**src/rtl/obd_pkg.sv**
```systemverilog
`default_nettype none

package obd_pkg;

    // accepted reply window and mode
    localparam logic [10:0] ID_LOW     = 11'h7E8;
    localparam logic [10:0] ID_HIGH    = 11'h7EF;
    localparam logic [7:0]  MODE_REPLY = 8'h41;

    // parameter identifiers handled by the decoder
    localparam logic [7:0] PID_SUPPORT = 8'h00;
    localparam logic [7:0] PID_LOAD    = 8'h04;
    localparam logic [7:0] PID_COOLANT = 8'h05;
    localparam logic [7:0] PID_MAP     = 8'h0B;
    localparam logic [7:0] PID_RPM     = 8'h0C;
    localparam logic [7:0] PID_SPEED   = 8'h0D;
    localparam logic [7:0] PID_MAF     = 8'h10;
    localparam logic [7:0] PID_FUEL    = 8'h2F;

    // valid mask bit positions
    localparam int MASK_SPEED   = 0;
    localparam int MASK_RPM     = 1;
    localparam int MASK_COOLANT = 2;
    localparam int MASK_FUEL    = 3;
    localparam int MASK_MAP     = 4;
    localparam int MASK_MAF     = 5;
    localparam int MASK_LOAD    = 6;

    // decode constants
    localparam logic [7:0]  COOLANT_OFFSET = 8'd40;
    localparam logic [6:0]  PERCENT_SCALE  = 7'd100;
    // ceil(2^23 / 100), exact quotient for any 16-bit dividend
    localparam logic [16:0] MAF_RECIP      = 17'd83887;
    localparam int          MAF_SHIFT      = 23;

    typedef logic [6:0] t_flags;

endpackage

`default_nettype wire

```
**src/rtl/obd_pid_response_decoder_top.sv**
```systemverilog
`default_nettype none
// OBD-II mode 01 reply decoder.
// Input channel: one received CAN frame per transfer (identifier, mode byte,
// PID byte and four value bytes), moved when i_valid is high and o_stall low.
// Frames outside identifiers 0x7E8..0x7EF or with a mode byte other than
// 0x41 are taken and dropped without a result.
// Output channel: one record per kept frame (all decoded values, the 7-bit
// valid mask and the 32-bit supported-PID mask), moved when o_valid is high
// and i_stall low. A frame with an unknown PID still yields the record.
// A frame moves from the input register into the record register, which
// drives the ports. Throughput: one frame per cycle while i_stall is low,
// set by the input register and the record register, each a single stage.
// The record register doubles as the decoder state, so it only changes when
// a new record is loaded. While i_stall holds the record, one more frame is
// held in the input register; o_stall rises only when both are full.
// Reset (synchronous, active low) clears all values and masks to zero and
// empties both stages.
module obd_pid_response_decoder_top (
    input  wire logic        i_clk,
    input  wire logic        i_rst_n,
    input  wire logic        i_valid,
    output logic             o_stall,
    input  wire logic [10:0] i_frame_id,
    input  wire logic [7:0]  i_mode_byte,
    input  wire logic [7:0]  i_pid_byte,
    input  wire logic [7:0]  i_byte_a,
    input  wire logic [7:0]  i_byte_b,
    input  wire logic [7:0]  i_byte_c,
    input  wire logic [7:0]  i_byte_d,
    output logic             o_valid,
    input  wire logic        i_stall,
    output logic [6:0]       o_valid_mask,
    output logic [7:0]       o_speed_kmh,
    output logic [13:0]      o_engine_rpm,
    output logic [7:0]       o_coolant_code,
    output logic [6:0]       o_fuel_percent,
    output logic [7:0]       o_manifold_kpa,
    output logic [9:0]       o_airflow_gps,
    output logic [6:0]       o_load_percent,
    output logic [31:0]      o_supported_mask
);
    import obd_pkg::*;

    // input stage
    logic        r_s1_valid;
    logic [7:0]  r_pid;
    logic [7:0]  r_a;
    logic [7:0]  r_b;
    logic [7:0]  r_c;
    logic [7:0]  r_d;

    // record / state
    logic        r_out_valid;
    t_flags      r_flags;
    logic [7:0]  r_speed;
    logic [13:0] r_rpm;
    logic [7:0]  r_coolant;
    logic [6:0]  r_fuel;
    logic [7:0]  r_map;
    logic [9:0]  r_maf;
    logic [6:0]  r_load;
    logic [31:0] r_support;

    logic        w_adv;
    logic        w_in_xfer;
    logic        w_match;
    logic [15:0] w_ab;
    logic [14:0] w_pct_prod;
    logic [15:0] w_pct_sum;
    logic [6:0]  w_pct;
    logic [32:0] w_maf_prod;

    // handshake: record register frees when empty or taken
    assign w_adv     = !r_out_valid || !i_stall;
    assign o_stall   = r_s1_valid && !w_adv;
    assign w_in_xfer = i_valid && !o_stall;
    assign w_match   = (i_frame_id inside {[ID_LOW:ID_HIGH]}) && (i_mode_byte == MODE_REPLY);

    // input register, foreign frames are dropped here
    always_ff @(posedge i_clk) begin
        if (!i_rst_n) begin
            r_s1_valid <= 1'b0;
        end else if (w_in_xfer) begin
            r_s1_valid <= w_match;
        end else if (w_adv) begin
            r_s1_valid <= 1'b0;
        end
        if (w_in_xfer) begin
            r_pid <= i_pid_byte;
            r_a   <= i_byte_a;
            r_b   <= i_byte_b;
            r_c   <= i_byte_c;
            r_d   <= i_byte_d;
        end
    end

    // A*100/255 via x/255 = (x + (x >> 8) + 1) >> 8, exact below 65535
    assign w_ab       = {r_a, r_b};
    assign w_pct_prod = 15'(r_a) * 15'(PERCENT_SCALE);
    assign w_pct_sum  = 16'(w_pct_prod) + 16'(w_pct_prod[14:8]) + 16'd1;
    assign w_pct      = w_pct_sum[14:8];

    // (A*256+B)/100 by reciprocal multiply
    assign w_maf_prod = 33'(w_ab) * 33'(MAF_RECIP);

    // decode and record update
    always_ff @(posedge i_clk) begin
        if (!i_rst_n) begin
            r_out_valid <= 1'b0;
            r_flags     <= '0;
            r_speed     <= '0;
            r_rpm       <= '0;
            r_coolant   <= '0;
            r_fuel      <= '0;
            r_map       <= '0;
            r_maf       <= '0;
            r_load      <= '0;
            r_support   <= '0;
        end else if (w_adv) begin
            r_out_valid <= r_s1_valid;
            if (r_s1_valid) begin
                case (r_pid)
                    PID_SUPPORT: begin
                        r_support <= {r_a, r_b, r_c, r_d};
                    end
                    PID_SPEED: begin
                        r_speed             <= r_a;
                        r_flags[MASK_SPEED] <= 1'b1;
                    end
                    PID_RPM: begin
                        r_rpm             <= w_ab[15:2];
                        r_flags[MASK_RPM] <= 1'b1;
                    end
                    PID_COOLANT: begin
                        r_coolant             <= r_a - COOLANT_OFFSET;
                        r_flags[MASK_COOLANT] <= 1'b1;
                    end
                    PID_FUEL: begin
                        r_fuel             <= w_pct;
                        r_flags[MASK_FUEL] <= 1'b1;
                    end
                    PID_MAP: begin
                        r_map             <= r_a;
                        r_flags[MASK_MAP] <= 1'b1;
                    end
                    PID_MAF: begin
                        r_maf             <= w_maf_prod[MAF_SHIFT+9:MAF_SHIFT];
                        r_flags[MASK_MAF] <= 1'b1;
                    end
                    PID_LOAD: begin
                        r_load             <= w_pct;
                        r_flags[MASK_LOAD] <= 1'b1;
                    end
                    default: begin
                    end
                endcase
            end
        end
    end

    // outputs
    assign o_valid          = r_out_valid;
    assign o_valid_mask     = r_flags;
    assign o_speed_kmh      = r_speed;
    assign o_engine_rpm     = r_rpm;
    assign o_coolant_code   = r_coolant;
    assign o_fuel_percent   = r_fuel;
    assign o_manifold_kpa   = r_map;
    assign o_airflow_gps    = r_maf;
    assign o_load_percent   = r_load;
    assign o_supported_mask = r_support;

`ifndef SYNTH
    // valid mask bits never clear outside reset
    a_flags_sticky: assert property (@(posedge i_clk) disable iff (!i_rst_n)
        1'b1 |=> ((r_flags & $past(r_flags)) == $past(r_flags)))
        else $error("valid mask bit cleared");

    // state only moves when a kept frame is loaded
    a_state_hold: assert property (@(posedge i_clk) disable iff (!i_rst_n)
        !(r_s1_valid && w_adv) |=> ($stable(r_flags) && $stable(r_support)))
        else $error("record changed without a frame");

    // percentages stay in range
    a_pct_range: assert property (@(posedge i_clk) disable iff (!i_rst_n)
        (r_fuel <= 7'd100) && (r_load <= 7'd100))
        else $error("percent out of range");

    // input only stalls with a frame held in the input register
    a_stall_cause: assert property (@(posedge i_clk) disable iff (!i_rst_n)
        o_stall |-> (r_s1_valid && r_out_valid))
        else $error("input stalled with free stages");
`endif

endmodule

`default_nettype wire

```
**config.mk**
```make
export PLATFORM = sky130hd
export DESIGN_NAME = obd_pid_response_decoder_top
export DESIGN_NICKNAME = d
export VERILOG_FILES = /design/src/rtl/obd_pkg.sv /design/src/rtl/obd_pid_response_decoder_top.sv
export SDC_FILE = /design/constraint.sdc
export NUM_CORES = 1
export LEC_CHECK = 0
export ABC_AREA = 1
export BUFFER_PORTS_ARGS = -buffer_cell sky130_fd_sc_hd__buf_4
export CORE_MARGIN = 1.5
export CORE_UTILIZATION = 56
export CTS_BUF_LIST = sky130_fd_sc_hd__clkbuf_8
export DETAILED_ROUTE_END_ITERATION = 10
export PLACE_DENSITY_LB_ADDON = 0.2
export SYNTH_ARGS = -nofsm -noshare
export SYNTH_HDL_FRONTEND = slang
export SYNTH_SLANG_ARGS = --single-unit
export TNS_END_PERCENT = 50
```
**constraint.sdc**
```tcl
create_clock -name i_clk -period 6.7 [get_ports i_clk]
set_input_delay 0 -clock i_clk [delete_from_list [all_inputs] [get_ports i_clk]]
set_output_delay 0 -clock i_clk [all_outputs]
set_load 0.005 [all_outputs]
```
==> results of run 1 <==
==> final cells by class <==
| class | instances | area, µm² | share of cell area |
|---|---|---|---|
| clock buffer | 17 | 234 | 0.0167 |
| clock inverter | 15 | 151 | 0.0108 |
| inverter | 292 | 1100 | 0.0782 |
| multi-input combinational | 901 | 7200 | 0.514 |
| sequential | 143 | 3260 | 0.233 |
| tap | 270 | 338 | 0.0241 |
| timing repair buffer | 214 | 1720 | 0.123 |
==> metrics by stage <==
stage / worst slack, ns / hold WS, ns / power (mW)
6_report: 0.992 / 0.242 / 7.46
3_5_place_dp: 1.01 / 0.179 / 6.69
4_1_cts: 1.01 / 0.233 / 7.43
5_1_grt: 0.740 / 0.239 / 8.36
3_3_place_gp: 1.07 / 0.178 / 6.60
2_1_floorplan: 1.48 / 0.0989 / 5.27
==> metal layers <==
layer / track usage / routed length, µm
met1: 0.363 / 12600
met2: 0.442 / 13600
met3: 0.0735 / 1960
met4: 0.0860 / 731
met5: 0 / 0
==> cells by family after synthesis <==
kind of cell,after synthesis,share of synthesized area
and+or+nand+nor,431,0.156
buffers and inverters,319,0.107
adders and majority gates,265,0.347
AOI/OAI and AO/OA,198,0.106
DFF,143,0.278
xor gates and xnor gates,7,0.00523
==> flip-flops by register name, indices dropped and copies added (netlist names), 7 cells and up <==
name / count
o_airflow_gps: 10
o_coolant_code: 8
o_engine_rpm: 14
o_fuel_percent: 7
o_load_percent: 7
o_manifold_kpa: 8
o_speed_kmh: 8
o_supported_mask: 32
o_valid_mask: 7
r_a: 8
r_b: 8
r_c: 8
r_d: 8
r_pid: 8
==> synth_stat cells, types with 4 or more instances <==
| cell | number | area (µm²) |
|---|---|---|
| sky130_fd_sc_hd__fa_1 | 100 | 2000 |
| sky130_fd_sc_hd__ha_1 | 165 | 2060 |
| sky130_fd_sc_hd__nor2_1 | 152 | 571 |
| sky130_fd_sc_hd__inv_1 | 288 | 1080 |
| sky130_fd_sc_hd__edfxtp_1 | 40 | 1200 |
| sky130_fd_sc_hd__buf_2 | 8 | 40.0 |
| sky130_fd_sc_hd__o21ai_0 | 66 | 330 |
| sky130_fd_sc_hd__buf_4 | 4 | 30.0 |
| sky130_fd_sc_hd__nand4_1 | 13 | 81.3 |
| sky130_fd_sc_hd__nor4_1 | 5 | 31.3 |
| sky130_fd_sc_hd__nand3b_1 | 5 | 37.5 |
| sky130_fd_sc_hd__xor2_1 | 4 | 35.0 |
| sky130_fd_sc_hd__nor3_1 | 7 | 35.0 |
| sky130_fd_sc_hd__clkbuf_1 | 10 | 37.5 |
| sky130_fd_sc_hd__a211oi_2 | 28 | 350 |
| sky130_fd_sc_hd__a21o_1 | 5 | 37.5 |
| sky130_fd_sc_hd__a211oi_1 | 4 | 30.0 |
| sky130_fd_sc_hd__a21oi_1 | 86 | 430 |
| sky130_fd_sc_hd__dfxtp_1 | 103 | 2060 |
| sky130_fd_sc_hd__buf_6 | 4 | 45.0 |
| sky130_fd_sc_hd__nand2_1 | 186 | 698 |
| sky130_fd_sc_hd__nand3_1 | 51 | 255 |
==> repair_timing <==
action | in CTS | in global routing
setup endpoints to repair | 0 | 0
hold buffers | 46 | 0
endpoints found under the hold margin | 45 | 0
==> power breakdown <==
group / switching [mW] / leakage [nW] / internal (mW)
logic: 3.72 / 5.81 / 2.11
clock network: 0.383 / 0.192 / 0.307
registers: 0.0316 / 1.22 / 0.910
total: 4.13 / 7.22 / 3.33
==> how the worst min path moves through the flow <==
stage	slack [ns]	endpoint
3_3_place_gp	0.18	r_b[0]
4_1_cts	0.23	r_b[3]
2_1_floorplan	0.1	r_a[0]
6_report	0.24	r_b[3]
5_1_grt	0.24	r_b[3]
3_5_place_dp	0.18	r_b[4]
==> out/results.txt, run 1 <==
Leaving out fill and tap cells, the most frequent cells in the layout are 287 x sky130_fd_sc_hd__inv_1, 186 x sky130_fd_sc_hd__nand2_1, 168 x sky130_fd_sc_hd__buf_4. The number of hold-slack violations in the final timing report was 0. Yosys mapped a number of flops with a built-in enable equal to 40. Following the worst setup path forward leads to its endpoint at o_airflow_gps[5]. After clock tree synthesis, the clock-pin slew on the worst setup and hold paths is 0.10 ns.

The I/O pin total was 166; the die area was 0.0218 mm². The final RePlAce weighted congestion was 0.972. In this run the mean area of a mapped cell was 8.60 µm².

Required time of the critical path: 7.07 ns. VDD sags by at most 723 µV. The insertion delay to the later sink of the worst-skew pair came out at 0.46 ns. The post-synth design cell area came out at 0.0117 mm². The critical-path maximum fanout came out at 9. Between clock sinks in the finished design, the worst skew comes to 0.0182 ns. TritonCTS built the clock tree. From synthesis to final layout, the design area changed by 19.5%.

Synthesis produced a netlist whose cell count is 1363. The beginning of the critical path was r_a[7]. The run gives 0.99 ns as the worst-case register-to-register setup slack.

The wire-length estimate of the detail-placed layout is 22800 µm. In this run the worst hold path is classified as in2reg. For this run, the slowest stage of the critical path takes 0.63 ns. After detailed routing, the number of remaining DRC violations is 0. For the detailed router's first-iteration violation count, the log shows 542. For the post-route core utilization, the log shows 0.688. In this run the critical register-to-register path is launched from r_a[7]. The number of antenna repair diodes was 0; the CTS sink count was 143.

For the pin with the worst max-slew slack, the measured transition is 1.02 ns. The final count of negative-setup-slack endpoints was 0; the fraction of layout instances using a drive strength above 1 was 0.152. The H-tree generated during clock tree synthesis spans 4 levels. In this run the most critical hold path is launched from i_byte_b[3].

Final max-slew violation count: 0. Counting cells, the worst reg-to-reg path comes to 21. The highest clock frequency the design can meet is 0.175 GHz, and the combined global-route utilization of all metal layers is 0.275. The maximum root-to-sink buffer count is 2, and the power per standard cell area is 533 mW/mm². The critical path goes through fa_1 -> inv_1 -> fa_1 -> inv_1 -> fa_1 -> fa_1 -> fa_1 -> inv_1 -> fa_1 -> inv_1 -> ha_1 -> a21oi_1 -> o21ai_0 -> a21oi_1 -> nor2_1 -> nor2_1 -> nand2_1 -> nand2_1 -> nand3_1 -> nand2_1 -> inv_1.

Data arrives at the worst endpoint at 6.08 ns. The instance count along the most critical hold path is 2, and the wire length per cell is 15.6 µm. Critical path's top delay family: adder cells. Global routing finished with a remaining overflow of 0. For the final sum of negative setup slack, the log shows 0 ns. The placeable core region came out at 0.0204 mm².

Counting stages on the worst path, the most repeated cell is sky130_fd_sc_hd__fa_1. Setup repair after global routing left no endpoint under its margin. Across the run, the number of max-cap violations was 0. The finished cells cover 0.0140 mm². The die is 148 µm wide. The critical path crosses 21 cells after its start point.

Sum of routed wire length over all layers: 29000 µm. The tree is rooted in a sky130_fd_sc_hd__clkbuf_8. The number of core rows is 52. In the final design database the tool counted 1897 nets. Using the TritonRoute via totals, the vias-per-cell ratio works out to 5.19. Layout filler cell count: 1602. Among all flip-flop cells after synthesis, the most frequent one is sky130_fd_sc_hd__dfxtp_1.

The tools report the number of global-route vias before repair as 9642. The worst flop-to-flop path endpoint was o_airflow_gps[5]. Buffers placed on the I/O ports in this run total 162. The final cycle utilization of the critical path came out at 0.852.

The first TritonRoute pass finished after 5 iterations. Buffers added to address setup during post-CTS repair amount to 0. The logs give 65 for the maximum number of pins on one net before global-route repair and 40 for the distinct cell type count of the synthesized netlist.

The sequential share of the synthesized area was 0.278; the cell area after placement was 0.0132 mm². The slowest stage of the critical path is the sky130_fd_sc_hd__fa_1 cell. The number of synthesized register bits works out to 143. For the number of antenna violations at the first check in global routing, the log shows 0.

Leaving out filler cells and counting taps, the final layout contains 1852. The Yosys step of the flow raised 0 warnings. Including well taps, the total number of placed cells is 1774. The net count after synthesis was 1691; the count of instances resized after the clock tree is built was 0. The share of flip-flops with an asynchronous set or reset works out to 0. The flow ran to the end, and the final reports show no timing, DRC or antenna violations. Headroom to the max-slew limit: 0.317. The routed layout has 9615 vias.

The first-pass GRT wire length was 47500 µm; the vertical die dimension was 148 µm. The commonest non-fill, non-tap cell in the layout was sky130_fd_sc_hd__inv_1. Together, buffers and inverters on the worst path number 5. Clock tree synthesis inserted a total of 17 buffers. STA classifies the critical path startpoint as a register. Summed over all cells, the static leakage comes to 7.22 nW.

The worst setup path is captured at a register. The path type of the worst setup path is reg2reg. The final critical-path required period was 5.71 ns; the initial cell density of the core was 0.575. The run gives 0 as the remaining antenna violation count after routing.
Note: power is estimated with default switching activity, not from simulation.
==> run 2: changes to the inputs <==
--- a/config.mk
+++ b/config.mk
@@ -8,7 +8,7 @@
 export ABC_AREA = 1
 export BUFFER_PORTS_ARGS = -buffer_cell sky130_fd_sc_hd__buf_4
 export CORE_MARGIN = 1.5
-export CORE_UTILIZATION = 56
+export CORE_UTILIZATION = 55
 export CTS_BUF_LIST = sky130_fd_sc_hd__clkbuf_8
 export DETAILED_ROUTE_END_ITERATION = 10
 export PLACE_DENSITY_LB_ADDON = 0.2
==> out/results.txt, run 2 (synthesis results as in run 1) <==
The tools report the startpoint of the most critical register-to-register path as r_a[6] (was r_a[7]). Headroom to the max-slew limit: 0.301 (was 0.317). The start point of the worst hold path is i_pid_byte[3] (was i_byte_b[3]). The commonest non-fill, non-tap cell in the layout is sky130_fd_sc_hd__inv_1 (unchanged). Maximum root-to-sink buffer count: 2 (unchanged). Top library cells by usage in the layout, fill and taps aside: 286 x sky130_fd_sc_hd__inv_1, 186 x sky130_fd_sc_hd__nand2_1, 170 x sky130_fd_sc_hd__buf_4 (was 287 x sky130_fd_sc_hd__inv_1, 186 x sky130_fd_sc_hd__nand2_1, 168 x sky130_fd_sc_hd__buf_4). The final cycle utilization of the critical path was 0.861 (was 0.852).

The clock transition at the register clock pins on the worst setup and hold paths after CTS is 0.11 ns (was 0.10 ns). The logs give 0 (unchanged) for the remaining global-route overflow and 0.559 (was 0.575) for the initial cell density of the core. The remaining antenna violation count after routing is 0 (unchanged), and the wire length per cell is 15.5 µm (was 15.6 µm). The post-CTS setup buffer count is 0 (unchanged), and the total CTS buffers is 17 (unchanged). The tools report the length of routed met2 wiring as 13800 µm (was 13600 µm).

The via count normalized by instance count is 5.16 (was 5.19). The floorplan die width works out to 149 µm (was 148 µm). Post-route worst hold slack: 0.239 ns (was 0.242 ns). The tools report the wire length on met1 as 13000 µm (was 12600 µm).

The cell at the root of the clock tree is sky130_fd_sc_hd__clkbuf_8 (unchanged). The kind of start point of the critical path was a register (unchanged). For the number of antenna repair diodes, the log shows 0 (unchanged). The run finished with clean final reports. Routed via count: 9589 (was 9615). The logs give 46 (unchanged) for the total of hold buffers inserted after clock tree synthesis and 0 (unchanged) for the count of instances resized after the clock tree is built. The count of port buffers added during placement was 162 (unchanged). The run gives 0.0210 mm² (was 0.0204 mm²) as the placeable core region.

The maximum number of pins on one net before global-route repair came out at 65 (unchanged). The final count of negative-setup-slack endpoints is 0 (unchanged). The logs give 0 ns (unchanged) for the final sum of negative setup slack and 0.0325 ns (was 0.0182 ns) for the final worst clock skew. The tools report the beginning of the critical path as r_a[6] (was r_a[7]).

Path class of the lowest-slack min-delay path: in2reg (unchanged). TritonCTS built the clock tree. The number of search-and-repair iterations in the first detailed-routing pass was 5 (unchanged). Path type of the worst setup path: reg2reg (unchanged). Path depth of the worst reg2reg path: 21 (unchanged).

The total number of H-tree levels was 4 (unchanged); the critical-path maximum fanout was 9 (unchanged). The transition time at the pin with the least slew margin is 1.05 ns (was 1.02 ns), and the final max-slew violation count is 0 (unchanged). The vertical die dimension is 149 µm (was 148 µm). The uppermost signal routing layer after detailed routing was met4 (unchanged).

The fraction of layout instances using a drive strength above 1 is 0.154 (was 0.152), and the overall power after layout is 7.48 mW (was 7.46 mW). The logs give 46600 µm (was 47500 µm) for the first-pass GRT wire length and 0.0222 mm² (was 0.0218 mm²) for the die area. The tools report the required time of the critical path as 7.05 ns (was 7.07 ns). The leakage power summed over all cells was 7.24 nW (was 7.22 nW); the insertion delay to the later sink of the worst-skew pair was 0.48 ns (was 0.46 ns).

The CTS sink count is 143 (unchanged), and the I/O pin total is 166 (unchanged). The flip-flop count of the largest register, all copies and words added is 32 (unchanged). The tools report the number of global-route vias before repair as 9579 (was 9642). The reported max-cap violation count came out at 0 (unchanged).

The instance count along the most critical hold path was 2 (unchanged); the combined global-route utilization of all metal layers was 0.270 (was 0.275). The post-detailed-placement half-perimeter wirelength came out at 22800 µm (about the same). Data arrival time of the critical path: 6.12 ns (was 6.08 ns). The final RePlAce weighted congestion is 0.920 (was 0.972), and the met3 wire length is 1640 µm (was 1960 µm).

The tools report the cell area after placement as 0.0132 mm² (about the same). Setup repair after global routing left no endpoint under its margin. The area of all placed cells without fillers came out at 0.0141 mm² (was 0.0140 mm²). The number of antenna violations at the first check in global routing is 0 (unchanged). The detailed router's first-iteration violation count is 461 (was 542). The layout overhead on the synthesized area is 20.1% (was 19.5%), and the final critical-path required period is 5.77 ns (was 5.71 ns). The number of design rule violations left after detail routing was 0 (unchanged). The tools report the number of nets in the finished design as 1899 (was 1897). The number of hold-slack violations in the final timing report was 0 (unchanged); the sum of routed wire length over all layers was 28800 µm (was 29000 µm). The capturing element type of the critical path was a register (unchanged). The maximum vdd drop was 520 µV (was 723 µV). The number of core rows is 53 (was 52), and the power per standard cell area is 532 mW/mm² (was 533 mW/mm²). For the highest clock frequency the design can meet, the log shows 0.173 GHz (was 0.175 GHz).
-- run 2: worst max-delay path, stage by stage (launching register included) --
cell and delay [ns]:
sky130_fd_sc_hd__edfxtp_1 0.59, sky130_fd_sc_hd__fa_1 0.66, sky130_fd_sc_hd__inv_1 0.11, sky130_fd_sc_hd__fa_1 0.51
sky130_fd_sc_hd__inv_1 0.05, sky130_fd_sc_hd__fa_1 0.50, sky130_fd_sc_hd__fa_1 0.51, sky130_fd_sc_hd__fa_1 0.56
sky130_fd_sc_hd__inv_1 0.06, sky130_fd_sc_hd__fa_1 0.55, sky130_fd_sc_hd__inv_1 0.05, sky130_fd_sc_hd__ha_1 0.32
sky130_fd_sc_hd__a21oi_1 0.25, sky130_fd_sc_hd__o21ai_0 0.23, sky130_fd_sc_hd__a21oi_1 0.17, sky130_fd_sc_hd__nand2_1 0.14
sky130_fd_sc_hd__nand2_1 0.11, sky130_fd_sc_hd__nand2_1 0.06, sky130_fd_sc_hd__nand2_1 0.06, sky130_fd_sc_hd__nand3_1 0.06
sky130_fd_sc_hd__nand2_1 0.08, sky130_fd_sc_hd__inv_1 0.03
-- run 2: final cells by class --
class                      count  area, µm²
fill                        1774       6880
clock inverter                15        196
timing repair buffer         216       1740
multi-input combinational    901       7200
tap                          275        344
inverter                     292       1100
clock buffer                  17        234
sequential                   143       3260
-- run 2: per-stage QoR --
stage | setup slack, ns | cells | util
after floorplan | 1.48 | 1363 | -
after detailed placement | 1.02 | 1781 | 0.629
final | 0.930 | 1859 | 0.672
after global placement | 1.05 | 1781 | 0.629
after global routing | 0.595 | 1859 | 0.672
after CTS | 0.982 | 1859 | 0.672
-- run 2: report_power, final --
group	switching (mW)	leakage [nW]	total (mW)	internal, mW
Clock	0.433	0.205	0.723	0.290
Combinational	3.72	5.82	5.82	2.10
Sequential	0.0310	1.22	0.941	0.910
Total	4.18	7.24	7.48	3.30
-- run 2: final timing paths --
kind / to / slack [ns]
setup / recovery: o_airflow_gps[9] / 0.93
hold / removal: r_pid[3] / 0.24
setup reg to reg: o_airflow_gps[9] / 0.93
hold reg to reg: o_valid_mask[0] / 0.47
-- run 2: per-layer routing --
metal | GRT usage | vias to the layer above
li1 | - | 4761
met2 | 0.445 | 241
met3 | 0.0651 | 29
met1 | 0.358 | 4558
met4 | 0.0693 | 0
met5 | 0 | -
